--- config.mk ---
export PLATFORM = sky130hd
export DESIGN_NAME = ba_ctrl
export DESIGN_NICKNAME = d
export VERILOG_FILES = /design/src/rtl/ba_pkg.sv /design/src/rtl/ba_ctrl.sv
export SDC_FILE = /design/constraint.sdc
export NUM_CORES = 1
export LEC_CHECK = 0
export BUFFER_PORTS_ARGS = -buffer_cell sky130_fd_sc_hd__clkbuf_2
export CAP_MARGIN = 20
export CORE_ASPECT_RATIO = 1.2
export CORE_MARGIN = 2
export CORE_UTILIZATION = 45
export DETAILED_ROUTE_END_ITERATION = 8
export PLACE_DENSITY = 0.77
export SYNTH_ARGS = -nofsm -noshare
export SYNTH_HDL_FRONTEND = slang
export SYNTH_SLANG_ARGS = --single-unit
--- constraint.sdc ---
create_clock -name clk -period 1.8 [get_ports clk]
set_clock_uncertainty 0.15 [all_clocks]
set_input_delay 0.36 -clock clk [delete_from_list [all_inputs] [get_ports clk]]
set_output_delay 0.36 -clock clk [all_outputs]
set_load 0.02 [all_outputs]
--- src/rtl/ba_pkg.sv ---
// Shared types and constants of the buddy allocator.
// Holds the controller state encoding and the command and status bundles
// that join the controller to the datapath. No dependencies.
`default_nettype none

package ba_pkg;

  // Fixed field widths of the stream and configuration payloads.
  localparam int AXW        = 48;
  localparam int SZW        = 17;
  localparam int OW         = 5;
  localparam int IN_TDATA_W = 72;
  localparam int OUT_TDATA_W = 56;

  // Block flag bits kept beside each block order.
  localparam logic [1:0] FLAG_CLEAR = 2'b00;
  localparam logic [1:0] FLAG_START = 2'b01;
  localparam logic [1:0] FLAG_USED  = 2'b10;

  // Operation codes carried in tuser.
  localparam logic FUNC_ALLOC = 1'b0;
  localparam logic FUNC_FREE  = 1'b1;

  // Result status codes.
  localparam logic [1:0] STAT_OK      = 2'd0;
  localparam logic [1:0] STAT_OOM     = 2'd1;
  localparam logic [1:0] STAT_INVALID = 2'd2;

  // Configuration register indexes.
  localparam logic REG_POOL_SIZE    = 1'b0;
  localparam logic REG_BASE_ADDRESS = 1'b1;

  typedef enum logic [4:0] {
    ST_INIT,
    ST_CLR,
    ST_DECOMP,
    ST_DADV,
    ST_IDLE,
    ST_ASIZE,
    ST_ASRCH,
    ST_ASPLIT,
    ST_AADV,
    ST_FOFF,
    ST_FRD,
    ST_FCHK,
    ST_FMRG,
    ST_FBRD,
    ST_FBCHK,
    ST_FUL2,
    ST_FHI,
    ST_PUSH1,
    ST_PUSH2,
    ST_ULRD,
    ST_ULWR,
    ST_DONE
  } state_t;

  // Datapath commands issued by the controller.
  typedef struct packed {
    logic init;
    logic clr_wr;
    logic ld_in;
    logic k_inc;
    logic j_start;
    logic j_inc;
    logic take_head;
    logic rd_bud;
    logic push1;
    logic push2;
    logic ul_wr;
    logic ord_dec;
    logic split_adv;
    logic mark;
    logic dec_adv;
    logic set_oom;
    logic set_inv;
    logic off_ld;
    logic ord_meta;
    logic bud_ld;
    logic merge_up;
    logic out_load;
  } cmd_t;

  // Datapath conditions reported to the controller.
  typedef struct packed {
    logic size_gt;
    logic j_ovf;
    logic head_ok;
    logic split_more;
    logic rem_ge;
    logic ord_zero;
    logic clr_last;
    logic o_ok;
    logic used_ok;
    logic can_merge;
    logic b_ok;
    logic bud_free;
  } sts_t;

endpackage

`default_nettype wire

--- src/rtl/ba_ctrl.sv ---
// Controller of the buddy allocator: sequences the clearing pass, the pool
// decomposition, allocate and free, and owns the result valid flag.
// Depends on ba_pkg.
`default_nettype none

module ba_ctrl (
  input  logic          clk,
  input  logic          rst,
  input  logic          cfg_pool_wr,
  input  logic          in_valid,
  input  logic          in_func,
  output logic          in_ready,
  output logic          out_valid,
  input  logic          out_ready,
  input  ba_pkg::sts_t  sts,
  output ba_pkg::cmd_t  cmd
);
  import ba_pkg::*;

  state_t state;
  state_t state_next;
  state_t ret;
  state_t ret_next;
  logic   ulb;
  logic   ulb_next;

  // State, return point and result valid registers.
  always_ff @(posedge clk) begin
    if (rst) begin
      state     <= ST_INIT;
      ret       <= ST_IDLE;
      ulb       <= 1'b0;
      out_valid <= 1'b0;
    end else begin
      state <= state_next;
      ret   <= ret_next;
      ulb   <= ulb_next;
      if (cmd.out_load) begin
        out_valid <= 1'b1;
      end else if (out_ready) begin
        out_valid <= 1'b0;
      end
    end
  end

  // Next state and datapath commands.
  always_comb begin
    state_next = state;
    ret_next   = ret;
    ulb_next   = ulb;
    cmd        = '0;
    in_ready   = 1'b0;
    unique case (state)
      ST_INIT: begin
        cmd.init   = 1'b1;
        state_next = ST_CLR;
      end
      ST_CLR: begin
        cmd.clr_wr = 1'b1;
        if (sts.clr_last) begin
          state_next = ST_DECOMP;
        end
      end
      ST_DECOMP: begin
        if (sts.rem_ge) begin
          ret_next   = ST_DADV;
          state_next = ST_PUSH1;
        end else if (sts.ord_zero) begin
          state_next = ST_IDLE;
        end else begin
          cmd.ord_dec = 1'b1;
        end
      end
      ST_DADV: begin
        cmd.dec_adv = 1'b1;
        state_next  = ST_DECOMP;
      end
      ST_IDLE: begin
        in_ready = 1'b1;
        if (in_valid) begin
          cmd.ld_in  = 1'b1;
          state_next = (in_func == FUNC_FREE) ? ST_FOFF : ST_ASIZE;
        end
      end
      ST_ASIZE: begin
        if (sts.size_gt) begin
          cmd.k_inc = 1'b1;
        end else begin
          cmd.j_start = 1'b1;
          state_next  = ST_ASRCH;
        end
      end
      ST_ASRCH: begin
        if (sts.j_ovf) begin
          cmd.set_oom = 1'b1;
          state_next  = ST_DONE;
        end else if (sts.head_ok) begin
          cmd.take_head = 1'b1;
          ulb_next      = 1'b0;
          ret_next      = ST_ASPLIT;
          state_next    = ST_ULRD;
        end else begin
          cmd.j_inc = 1'b1;
        end
      end
      ST_ASPLIT: begin
        if (sts.split_more) begin
          cmd.ord_dec = 1'b1;
          ret_next    = ST_AADV;
          state_next  = ST_PUSH1;
        end else begin
          cmd.mark   = 1'b1;
          state_next = ST_DONE;
        end
      end
      ST_AADV: begin
        cmd.split_adv = 1'b1;
        state_next    = ST_ASPLIT;
      end
      ST_FOFF: begin
        if (sts.o_ok) begin
          cmd.off_ld = 1'b1;
          state_next = ST_FRD;
        end else begin
          cmd.set_inv = 1'b1;
          state_next  = ST_DONE;
        end
      end
      ST_FRD: begin
        state_next = ST_FCHK;
      end
      ST_FCHK: begin
        if (sts.used_ok) begin
          cmd.ord_meta = 1'b1;
          ret_next     = ST_FMRG;
          state_next   = ST_PUSH1;
        end else begin
          cmd.set_inv = 1'b1;
          state_next  = ST_DONE;
        end
      end
      ST_FMRG: begin
        if (sts.can_merge && sts.b_ok) begin
          cmd.bud_ld = 1'b1;
          state_next = ST_FBRD;
        end else begin
          state_next = ST_DONE;
        end
      end
      ST_FBRD: begin
        cmd.rd_bud = 1'b1;
        state_next = ST_FBCHK;
      end
      ST_FBCHK: begin
        if (sts.bud_free) begin
          ulb_next   = 1'b1;
          ret_next   = ST_FUL2;
          state_next = ST_ULRD;
        end else begin
          state_next = ST_DONE;
        end
      end
      ST_FUL2: begin
        ulb_next   = 1'b0;
        ret_next   = ST_FHI;
        state_next = ST_ULRD;
      end
      ST_FHI: begin
        cmd.merge_up = 1'b1;
        ret_next     = ST_FMRG;
        state_next   = ST_PUSH1;
      end
      ST_PUSH1: begin
        cmd.push1  = 1'b1;
        state_next = ST_PUSH2;
      end
      ST_PUSH2: begin
        cmd.push2  = 1'b1;
        state_next = ret;
      end
      ST_ULRD: begin
        cmd.rd_bud = ulb;
        state_next = ST_ULWR;
      end
      ST_ULWR: begin
        cmd.ul_wr  = 1'b1;
        state_next = ret;
      end
      ST_DONE: begin
        if (!out_valid || out_ready) begin
          cmd.out_load = 1'b1;
          state_next   = ST_IDLE;
        end
      end
      default: begin
        state_next = ST_INIT;
      end
    endcase
    // A pool size write rebuilds the whole pool.
    if (cfg_pool_wr) begin
      state_next = ST_INIT;
    end
  end

endmodule

`default_nettype wire

==> impl_metrics.py, run 1 <==
metrics = {
    "outcome": {
        "status": "stopped before the end",
        "haltStage": "global routing (5_1_grt)",
        "toolErrorMsg": "[ERROR DPL-0038] Utilization greater than 100%, impossible to legalize",
    },
    "place": {
        "gp_congestion": 0.986,
        "dpl.cell_count": 282,
        "port_buffers": 41,
        "dpl.hpwl_um": 3800,
        "dpl_cell_area_sq_um": 1850,
    },
    "logic_synthesis": {
        "synthFlopType": "dfxtp_1",
        "syn-num-nets": 194,
        "synth.top_cells.by_area": "dfxtp_1 18%, nor3_1 7.5%, a21oi_1 6.6%",
        "synth-seq-area-share_pct": 18.3,
        "syn_area_per_cell_sq_um": 6.85,
        "async_flop_share_pct": 0,
        "yosys_register_bits": 11,
        "synth_top_area_share_pct": 18.3,
        "synth_area_sq_um": 1210,
        "synth_edf_count": 0,
        "postSynthCellCount": 176,
        "yosys_warnings": 0,
        "synth_cell_type_count": 53,
        "yosysTopAreaCell": "dfxtp_1",
    },
    "clocking": {
        "cts.path.max_buffers": 2,
        "cts_buffers": 3,
        "h-tree-depth": 1,
        "cts_sinks": 11,
        "clockRootBuffer": "clkbuf_4",
    },
    "sta": {
        "worstEpCategory": "output port",
        "grt-worst-endpoint": "cmd[20]",
    },
    "floorplanning": {
        "dieWidth_um": 51.3,
        "fp-row-count": 20,
        "die_h_um": 60.7,
        "start_util_pct": 47.3,
        "io_pins": 42,
    },
    "global_routing": {
        "grt_max_degree": 12,
    },
}
## cells by family after synthesis
group / share of synthesized area (%)
simple gates: 39.5
compound gates: 30.0
buf+inv: 8.92
flops: 18.3
mux: 3.32
## cell usage after synthesis, types with 3 or more instances
library cell and n:
o21ai_0 6, nor2b_1 3, nand2_1 14, clkbuf_1 5
inv_1 8, buf_2 8, nand3b_1 4, nor2_1 12
and2_1 3, nor3_1 18, nand2b_1 9, mux2i_1 4
or3_1 6, a21oi_1 16, a211oi_1 3, dfxtp_1 11
o22ai_1 4
## metrics by stage
stage | worst slack, ns | setup TNS (ns)
CTS | -0.407 | -6.39
detailed placement | -0.223 | -2.27
global placement | -0.175 | -1.46
floorplan | -0.108 | -0.392
## what timing repair did
item / in CTS
setup buffers: 17
cloned: 0
hold buffers: 0
gates resized for setup: 92
pin swaps: 21
hold endpoints to repair: 0
endpoints found under the setup margin: 32
==> run 2: changes to the inputs <==
CORE_ASPECT_RATIO = default   (was 1.2)
CORE_UTILIZATION = 30   (was 45)
PLACE_DENSITY = default   (was 0.77)
PLACE_DENSITY_LB_ADDON = 0.15   (was default)
clock period = 2.3 ns   (was 1.8 ns; I/O delays follow)
==> run 2 against run 1 <==
Against the previous run: the run now ends clean; synthesized cell count unchanged; area after synthesis did not move.
==> impl_metrics.py, run 2 <==
metrics = {
    "outcome": {
        "status": "finished, final reports clean",
    },
    "final_layout": {
        "regMostFlops": "state",
        "final_common_cell": "clkbuf_2",
        "n_antenna_cell": 0,
        "final_layout_size_suffix_gt1_share_pct": 36.3,
        "largest_register_ffs": 5,
        "area_delta_synth_final_pct": 34.1,
        "layout_common_cells": "40 x clkbuf_2, 17 x nor3_1, 16 x a21oi_1, 16 x buf_4, 14 x nand2_1",
        "largestRegisters": "state: 5 flops, ret: 4 flops",
        "fin_util_pct": 41.0,
        "nets": 242,
    },
    "logic_synthesis": {
        "synthFlopType": "dfxtp_1",
        "async_flop_share_pct": 0,
        "synth_xor_area_share_pct": 0,
        "syn_area_per_cell_sq_um": 6.85,
        "synth-seq-area-share_pct": 18.3,
        "yosys_warnings": 0,
        "synth_edf_count": 0,
        "syn-num-nets": 194,
        "synth_top_family_by_area": "simple AND/OR/NAND/NOR gates",
        "synth_area_sq_um": 1210,
        "synth_cell_type_count": 53,
        "yosysTopAreaCell": "dfxtp_1",
        "synth.top_cells.by_area": "dfxtp_1 18%, nor3_1 7.5%, a21oi_1 6.6%",
        "synth_commonest_cells": "18 x nor3_1, 16 x a21oi_1, 14 x nand2_1, 12 x nor2_1, 11 x dfxtp_1",
        "synth_adder_area_share_pct": 0,
        "synth_top_area_share_pct": 18.3,
        "synthMuxAreaShare_pct": 3.32,
        "postSynthCellCount": 176,
        "yosysMostFrequentCell": "nor3_1",
        "yosys_register_bits": 11,
        "synth-compound-area-share_pct": 30.0,
        "synthSimpleGateAreaFrac_pct": 39.5,
    },
    "job": {
        "cap_violations": 0,
    },
    "floorplanning": {
        "io_pins": 42,
        "dieWidth_um": 67.4,
        "fp-row-count": 23,
        "coreArea_sq_um": 3940,
        "dieArea_sq_um": 4540,
        "start_util_pct": 30.6,
        "die_h_um": 67.4,
    },
    "power_and_ir_drop": {
        "seqPwrFrac_pct": 36.6,
        "switching_share_pct": 31.5,
        "ir_drop_uv": 193,
        "leakage_nw": 0.667,
        "pwr-share-clk_pct": 36.4,
        "switching_power_w": 0.000176,
        "intPower_w": 0.000383,
        "p_per_area_nw_per_um2": 345,
        "pwr-share-comb_pct": 27.1,
    },
    "place": {
        "port_buffers": 41,
        "dpl.hpwl_um": 3400,
        "gp_congestion": 0.867,
    },
    "clocking": {
        "postCtsHoldBufs": 0,
        "cts_sinks": 11,
        "cts_setup_buffers": 0,
        "clock_latency_ns": 0.24,
        "cts_resized": 2,
        "cts_buffers": 3,
        "cts_tree": "done",
        "clockRootBuffer": "clkbuf_8",
        "h-tree-depth": 1,
        "path_clk_slew_ns": 0.05,
        "cts.path.max_buffers": 2,
    },
    "routing": {
        "wl_per_cell_um": 15.2,
        "firstDrtPassIters": 4,
        "remaining_drc_errors": 0,
        "wirelength_um": 4140,
        "drt_iter0_markers": 89,
        "vias": 1491,
        "vias_per_cell": 5.46,
        "ant_nets": 0,
    },
    "sta": {
        "max_freq_mhz": 444,
        "worst_pin_slew_ns": 0.533,
        "fin_crit_sh_pct": 97.9,
        "rsz0062_at_grt": "yes",
        "fin_hold_ws_ns": 0.339,
        "setup_tns_ns": 0,
        "hold_viol": 0,
        "drv_slew": 0,
        "period_needed_ns": 2.25,
        "finalSetupViolations": 0,
        "relSlewSlack_pct": 64.2,
    },
    "worst_setup_path": {
        "critPathLaunch": "state[0]",
        "worstPathMaxFanout": 6,
        "crit_chain": "or3_4, or3_4, o22ai_2, buf_6",
        "cp_slowest_cell": "or3_4",
        "endpoint_kind": "primary output",
        "worst_ep_required_time_ns": 1.69,
        "cp-start-kind": "flip-flop",
        "cp.arrival_ns": 1.64,
        "crit_top_cell": "or3_4",
        "setup.worst_path.class": "reg -> out",
        "critPathBufInv": 1,
        "r2r_start": "state[2]",
        "crit_family": "simple AND/OR/NAND/NOR gates",
        "max_stage_delay_ns": 0.39,
    },
    "global_routing": {
        "overflow": 0,
        "grt_antenna_before_repair": 0,
        "grt_pass1_vias": 1380,
        "grt_pass1_wl_um": 6530,
        "grt_max_degree": 19,
        "grt_use_total_pct": 19.2,
    },
    "hold_path": {
        "min-delay-path-class": "in -> reg",
        "min_from": "cfg_pool_wr",
    },
}
## run 2: cell counts after synthesis
No cell type changed its count.
## run 2: path summary, 6_finish.rpt
kind              cells past startpoint       end  slack, ns
setup / recovery                      4   cmd[10]       0.05
hold / removal                        3  state[0]       0.34
setup reg to reg                      5  state[2]       0.30
hold reg to reg                       2    ret[1]       0.35
## run 2: area by class of cell
type | instances | area, sq um
fill | 433 | 2320
tap | 50 | 62.6
clock buffer | 4 | 45.0
sequential | 11 | 234
multi-input combinational | 142 | 895
inverter | 8 | 30.0
timing repair buffer | 58 | 352
## run 2: worst min-delay path, stage by stage
cell	delay, ns
clkbuf_2	0.09
nor3_1	0.04
o2bb2ai_1	0.10
## run 2: power by group through the flow
stage / combinational, W / clock, W / sequential, W
final: 0.000151 / 0.000203 / 0.000204
after global placement: 0.000151 / 0 / 0.000210
after global routing: 0.000165 / 0.000217 / 0.000206
after floorplan: 0.0000943 / 0 / 0.000205
after CTS: 0.000149 / 0.000207 / 0.000206
after detailed placement: 0.000148 / 0 / 0.000210
## run 2: metal layers
metal	part of all wire, %	vias up	global-route usage, %	wire length [um]
met5	0	-	0	0
met4	0.87	0	5.61	36
met3	5.9	4	2.00	245
met2	47	62	33.4	1930
met1	47	673	24.8	1930
li1	-	752	-	-
## run 2: cells by family (layout without fill, tap and decap cells)
kind of cell | count (synthesis) | count (layout)
flip-flops | 11 | 11
AO/OA/AOI/OAI | 53 | 53
multiplexers | 4 | 4
buffers and inverters | 23 | 70
AND/OR/NAND/NOR | 85 | 85
## run 2: metrics by stage
stage	instance area [sq um]	instances	worst slack (ns)	total power, W
finish	1620	273	0.0483	0.000559
detailed placement	1540	269	0.209	0.000358
global placement	1540	269	0.230	0.000361
CTS	1590	273	-0.0405	0.000561
floorplan	1210	176	0.123	0.000299
global route	1620	273	-0.00131	0.000588
Power figures use the tool's default switching activity.
